===== src/design/edf_pkg.sv =====
package edf_pkg;

    localparam int TICK_WIDTH = 16;
    localparam int NUM_TASKS  = 4;

    typedef logic [TICK_WIDTH-1:0] tick_t;

    // Config register indexes
    localparam logic [2:0] REG_DEADLINE0 = 3'd0;
    localparam logic [2:0] REG_DEADLINE1 = 3'd1;
    localparam logic [2:0] REG_DEADLINE2 = 3'd2;
    localparam logic [2:0] REG_DEADLINE3 = 3'd3;
    localparam logic [2:0] REG_IDLE_LEFT = 3'd4;

    // Beat modes
    localparam logic MODE_TICK    = 1'b0;
    localparam logic MODE_RELEASE = 1'b1;

    // Reset values
    localparam logic [7:0]  RST_DEADLINE0 = 8'd2;
    localparam logic [7:0]  RST_DEADLINE1 = 8'd4;
    localparam logic [7:0]  RST_DEADLINE2 = 8'd10;
    localparam logic [7:0]  RST_DEADLINE3 = 8'd6;
    localparam logic [15:0] RST_IDLE_LEFT = 16'd14;

endpackage


===== src/design/edf_task_dispatcher.sv =====
// Channel | Direction | Handshake             | Payload
// in      | input     | in_valid / in_stall   | mode, task_index
// out     | output    | out_valid / out_stall | selected_task, completed, pending_mask
// cfg     | input     | cfg_we                | cfg_index, cfg_data
//
// One beat per cycle while in_stall is low; each result is registered and appears in the cycle after its input beat.
// The release/tick update, four-way deadline compare and completion are combinational.
// rst_n (async, active low) restores deadlines, idle value and task state.
// A stalled result holds in the output register; in_stall rises only while it waits.
module edf_task_dispatcher
    import edf_pkg::*;
(
    input  logic        clk,
    input  logic        rst_n,
    input  logic        in_valid,
    output logic        in_stall,
    input  logic        mode,
    input  logic [1:0]  task_index,
    output logic        out_valid,
    input  logic        out_stall,
    output logic [1:0]  selected_task,
    output logic        completed,
    output logic [3:0]  pending_mask,
    input  logic        cfg_we,
    input  logic [2:0]  cfg_index,
    input  logic [15:0] cfg_data
);

    logic [7:0]  deadline_reg [NUM_TASKS];
    logic [15:0] idle_reg;

    logic [3:0]  pend_reg,    pend_next;
    tick_t       elapsed_reg [NUM_TASKS];
    tick_t       elapsed_next[NUM_TASKS];
    tick_t       left_reg    [NUM_TASKS];
    tick_t       left_next   [NUM_TASKS];
    logic [1:0]  sel_reg,     sel_next;
    logic        done_next;

    logic        out_valid_reg;
    logic [1:0]  sel_out_reg;
    logic        done_out_reg;
    logic [3:0]  pend_out_reg;

    logic        accept;

    assign in_stall      = out_valid_reg & out_stall;
    assign accept        = in_valid & ~in_stall;
    assign out_valid     = out_valid_reg;
    assign selected_task = sel_out_reg;
    assign completed     = done_out_reg;
    assign pending_mask  = pend_out_reg;

    always_comb
    begin
        logic       found;
        logic [3:0] wins;
        pend_next    = pend_reg;
        elapsed_next = elapsed_reg;
        left_next    = left_reg;
        sel_next     = sel_reg;
        done_next    = 1'b0;
        found        = 1'b0;
        wins         = '0;
        if (mode == MODE_RELEASE)
        begin
            pend_next[task_index] = 1'b1;
        end
        else
        begin
            // only the lowest-numbered pending task advances
            for (int k = 0; k < NUM_TASKS; k++)
            begin
                if (pend_reg[k] && !found)
                begin
                    found           = 1'b1;
                    elapsed_next[k] = elapsed_reg[k] + tick_t'(1);
                    left_next[k]    = tick_t'(deadline_reg[k]) - elapsed_next[k];
                end
            end
            // strict minimum over the other three, task 0 on a tie
            for (int k = 0; k < NUM_TASKS; k++)
            begin
                wins[k] = 1'b1;
                for (int j = 0; j < NUM_TASKS; j++)
                begin
                    if (j != k && !(left_next[k] < left_next[j]))
                        wins[k] = 1'b0;
                end
            end
            sel_next = 2'd0;
            for (int k = NUM_TASKS - 1; k > 0; k--)
            begin
                if (wins[k])
                    sel_next = 2'(k);
            end
            if (pend_reg[sel_next])
            begin
                done_next                = 1'b1;
                pend_next[sel_next]      = 1'b0;
                elapsed_next[sel_next]   = '0;
                left_next[sel_next]      = tick_t'(idle_reg);
                case (sel_next)
                    2'd0:    pend_next[1] = 1'b1;
                    2'd1:    pend_next[2] = 1'b1;
                    2'd3:    pend_next[2] = 1'b1;
                    default: ;
                endcase
            end
        end
    end

    always_ff @(posedge clk or negedge rst_n)
    begin
        if (!rst_n)
        begin
            deadline_reg[0] <= RST_DEADLINE0;
            deadline_reg[1] <= RST_DEADLINE1;
            deadline_reg[2] <= RST_DEADLINE2;
            deadline_reg[3] <= RST_DEADLINE3;
            idle_reg        <= RST_IDLE_LEFT;
        end
        else if (cfg_we)
        begin
            case (cfg_index)
                REG_DEADLINE0: deadline_reg[0] <= cfg_data[7:0];
                REG_DEADLINE1: deadline_reg[1] <= cfg_data[7:0];
                REG_DEADLINE2: deadline_reg[2] <= cfg_data[7:0];
                REG_DEADLINE3: deadline_reg[3] <= cfg_data[7:0];
                REG_IDLE_LEFT: idle_reg        <= cfg_data;
                default:       ;
            endcase
        end
    end

    always_ff @(posedge clk or negedge rst_n)
    begin
        if (!rst_n)
        begin
            pend_reg <= '0;
            sel_reg  <= '0;
            for (int k = 0; k < NUM_TASKS; k++)
            begin
                elapsed_reg[k] <= '0;
                left_reg[k]    <= tick_t'(RST_IDLE_LEFT);
            end
        end
        else if (accept)
        begin
            pend_reg    <= pend_next;
            sel_reg     <= sel_next;
            elapsed_reg <= elapsed_next;
            left_reg    <= left_next;
        end
    end

    always_ff @(posedge clk or negedge rst_n)
    begin
        if (!rst_n)
            out_valid_reg <= 1'b0;
        else if (accept)
            out_valid_reg <= 1'b1;
        else if (!out_stall)
            out_valid_reg <= 1'b0;
    end

    always_ff @(posedge clk)
    begin
        if (accept)
        begin
            sel_out_reg  <= sel_next;
            done_out_reg <= done_next;
            pend_out_reg <= pend_next;
        end
    end

    // a completed task is no longer pending and its elapsed count restarted
    a_done_clears: assert property (@(posedge clk) disable iff (!rst_n)
        out_valid_reg && done_out_reg |->
            !pend_out_reg[sel_out_reg] && elapsed_reg[sel_out_reg] == '0)
        else $error("completed task still pending or elapsed not cleared");

    // a release beat never completes and keeps the prior selection
    a_release: assert property (@(posedge clk) disable iff (!rst_n)
        accept && mode == MODE_RELEASE |=>
            out_valid_reg && !done_out_reg && pend_out_reg[$past(task_index)]
            && sel_out_reg == $past(sel_reg))
        else $error("release beat result wrong");

    // the result shows the live scheduler state while it waits
    a_mask_tracks: assert property (@(posedge clk) disable iff (!rst_n)
        out_valid_reg |-> pend_out_reg == pend_reg && sel_out_reg == sel_reg)
        else $error("result register out of step with state");

endmodule

===== config.mk =====
export PLATFORM = sky130hd
export DESIGN_NAME = edf_task_dispatcher
export DESIGN_NICKNAME = d
export VERILOG_FILES = /design/src/design/edf_pkg.sv /design/src/design/edf_task_dispatcher.sv
export SDC_FILE = /design/constraint.sdc
export NUM_CORES = 1
export LEC_CHECK = 0
export BUFFER_PORTS_ARGS = -buffer_cell sky130_fd_sc_hd__buf_4
export CORE_UTILIZATION = 60
export DETAILED_ROUTE_END_ITERATION = 8
export GPL_ROUTABILITY_DRIVEN = 1
export PLACE_DENSITY = 0.86
export SLEW_MARGIN = 20
export SYNTH_ARGS = -nofsm -noshare
export SYNTH_HDL_FRONTEND = slang
export SYNTH_SLANG_ARGS = --single-unit

===== constraint.sdc =====
create_clock -name clk -period 7.2 [get_ports clk]
set_clock_uncertainty 0.2 [all_clocks]
set_input_delay 0.36 -clock clk [delete_from_list [all_inputs] [get_ports clk]]
set_output_delay 0.36 -clock clk [all_outputs]
set_load 0.01 [all_outputs]

==> impl_metrics.tcl <==
set metrics [dict create \
    synthAdderAreaFrac_pct 10.20 \
    synth_compound_area_share_pct 21.87 \
    synth_cells 1737 \
    grt_max_degree 110 \
    worst_slack_ns 0.2561 \
    rsz0062_at_grt "false" \
    drv_cap 0 \
    setup-tns-final_ns 0 \
    drive_gt1_share_pct 13.65 \
    cpMostUsedCell "buf_4" \
    cts_buffer_depth 2 \
    clock-sinks 190 \
    die-width_um 159.8 \
    finalNetCount 1907 \
    yosys-top-cells-area "dfrtp_1 27%, ha_1 9.1%, o21ai_0 6.2%" \
    drt-initial-drc-count 1575 \
    clk_pin_slew_worst_paths_ns 0.08 \
    criticalPathCategory "reg2reg" \
    ys.flop_type "dfrtp_1" \
    leakage_nw 7.143 \
    hold_viol_final 0 \
    synth_top_family_by_area "compound AO/OA/AOI/OAI gates" \
    preCtsSetupSlack_ns 0.1805 \
    yosysMostFrequentCell "nand2_1" \
    track_usage_pct 34.93 \
    slew_violations 0 \
    async_reset_ff_share_pct 96.32 \
    antenna_left 0 \
    hpwl_mm 31.11 \
    syn_area_per_cell_sq_um 8.605 \
    vias 13980 \
    worstMarginPinSlew_ns 1.056 \
    grt_overflow_total 0 \
    synth_top_area_share_pct 27.12 \
    synth.distinct_cells 100 \
    die_y_um 159.8 \
    viasPerCell 6.644 \
    syn_to_final_growth_pct 9.886 \
    synth-edff-count 7 \
    ios 36 \
    clock_latency_ns 0.46 \
    place.port_buffers 35 \
    startpoint_type "flip-flop" \
    crit_arrival_ns 7.08 \
    worst_setup_path_end_kind "flip-flop" \
    tritoncts "built" \
    fmax_ghz 0.1440 \
    drt_wl_total_mm 43.68 \
    ctsHtreeMaxLevel 4 \
    max_stage_delay_ns 0.46 \
    yosys.area.top_type "dfrtp_1" \
    drtPass1Iterations 6 \
    cp.required_ns 7.34 \
    peakVddDrop_uv 316.5 \
    critPathBufInv 4 \
    cp_top_family "simple AND/OR/NAND/NOR gates" \
    diodes 0 \
    final-setup-viol-count 0 \
    hold_class "in2reg" \
    ys_top_cells_by_count "194 x nand2_1, 185 x o21ai_0, 162 x dfrtp_1, 109 x ha_1, 94 x nor2_1" \
    ys_ff_latch 190 \
    cts-root-buf "clkbuf_16" \
    synth-simple-area-share_pct 19.61 \
    core_area_sq_um 24390 \
    netlist_area_sq_um 14950 \
    drc_errors 0 \
    num_rows 57 \
    crit_fanout 9 \
    grt_first_pass_wirelength_mm 70.44 \
    wire_per_inst_um 20.76 \
    worst_slew_margin_rel_pct 29.29 \
    grt_pass1_vias 13410 \
    synth-xor-area-share_pct 6.077 \
    min_period_over_period_pct 96.44 \
    syn_nets 1877 \
    slowest_stage "dfrtp_2" \
    gp_congestion 0.9595 \
    p_total_mw 7.653 \
    min_period_ns 6.944 \
    powerDensity_nw_per_um2 466.0 \
    cts_buffers 17 \
    antenna_found_initial 0 \
    initial_core_util_pct 61.28 \
    outcome "complete, no violations" \
    yosysWarnings 0 \
    die_area_sq_um 25550 \
    muxShareOfSynthArea_pct 5.458 \
    yosysSeqAreaShare_pct 32.22 \
]
## per-layer routing
metal,global-route usage (%),wire (um),vias up
li1,-,-,6386
met1,45.94,17440,6696
met2,55.06,19680,736
met3,6.156,4244,162
met4,18.66,2317,0
met5,0,0,-
## per-stage QoR
stage	cells	util (%)	hold slack [ns]	cell area, sq um
5_1_grt	2104	67.34	0.03957	16420
4_1_cts	2101	67.06	0.007056	16360
2_1_floorplan	1737	-	-0.1356	14950
6_report	2104	67.34	0.01685	16420
3_5_place_dp	2058	64.23	0.2629	15670
3_3_place_gp	2058	64.23	0.2570	15670
## worst reg2reg max path, delay by kind of cell, from the launching register on
kind	cells	cell delay (ns)
AO/OA/AOI/OAI	10	1.78
XOR/XNOR	2	0.50
adder cells (fa/ha/maj)	3	0.91
buffers and inverters	4	0.75
flip-flops	1	0.46
AND/OR/NAND/NOR	9	2.24
## cell families (layout without fill, tap and decap cells)
kind of cell | Yosys count | in the layout
and+or+nand+nor | 581 | 581
AOI/OAI and AO/OA | 500 | 500
DFF | 190 | 190
buffers and inverters | 169 | 212
adders and majority gates | 121 | 121
xor gates and xnor gates | 100 | 100
muxes | 76 | 76
## area by class of cell
cell class / count / area, sq um
clock buffer: 18 / 439.2
clock inverter: 14 / 141.4
fill: 1927 / 7966
inverter: 81 / 304.0
multi-input combinational: 1378 / 9538
sequential: 190 / 4820
tap: 324 / 405.4
timing repair buffer: 99 / 777.0
## repair_timing
action | in CTS | in global routing
hold endpoints to repair | 100 | 0
buffers inserted | 0 | 3
endpoints found under the setup margin | 0 | 121
hold buffers | 11 | 0
gates resized for setup | 0 | 13
## power breakdown
part	total [mW]	internal (mW)	switching [mW]
combinational	5.03	1.99	3.05
sequential	1.66	1.40	0.268
clock	0.957	0.472	0.485
total	7.65	3.85	3.80
## layout by cell type (no fill, tap or decap), types with 65 or more instances in the layout
cell type,n
xnor2_1,65
nand2_1,193
a21oi_1,81
o21ai_0,182
dfrtp_1,159
nor2_1,92
inv_1,77
nand3_1,71
buf_4,87
ha_1,108
## final timing paths
kind                                start               end  slack [ns]  cells after the start
max                        elapsed_reg[0]      left_reg[63]        0.26                     28
min                           cfg_data[1]       idle_reg[1]        0.02                      3
max reg2reg                elapsed_reg[0]      left_reg[63]        0.26                     28
min reg2reg                   left_reg[1]       left_reg[1]        0.27                      2
max in group asynchronous           rst_n       pend_reg[0]        4.87                      3
min in group asynchronous           rst_n  deadline_reg[30]        0.38                      2
(Power assumes the default switching activity.)
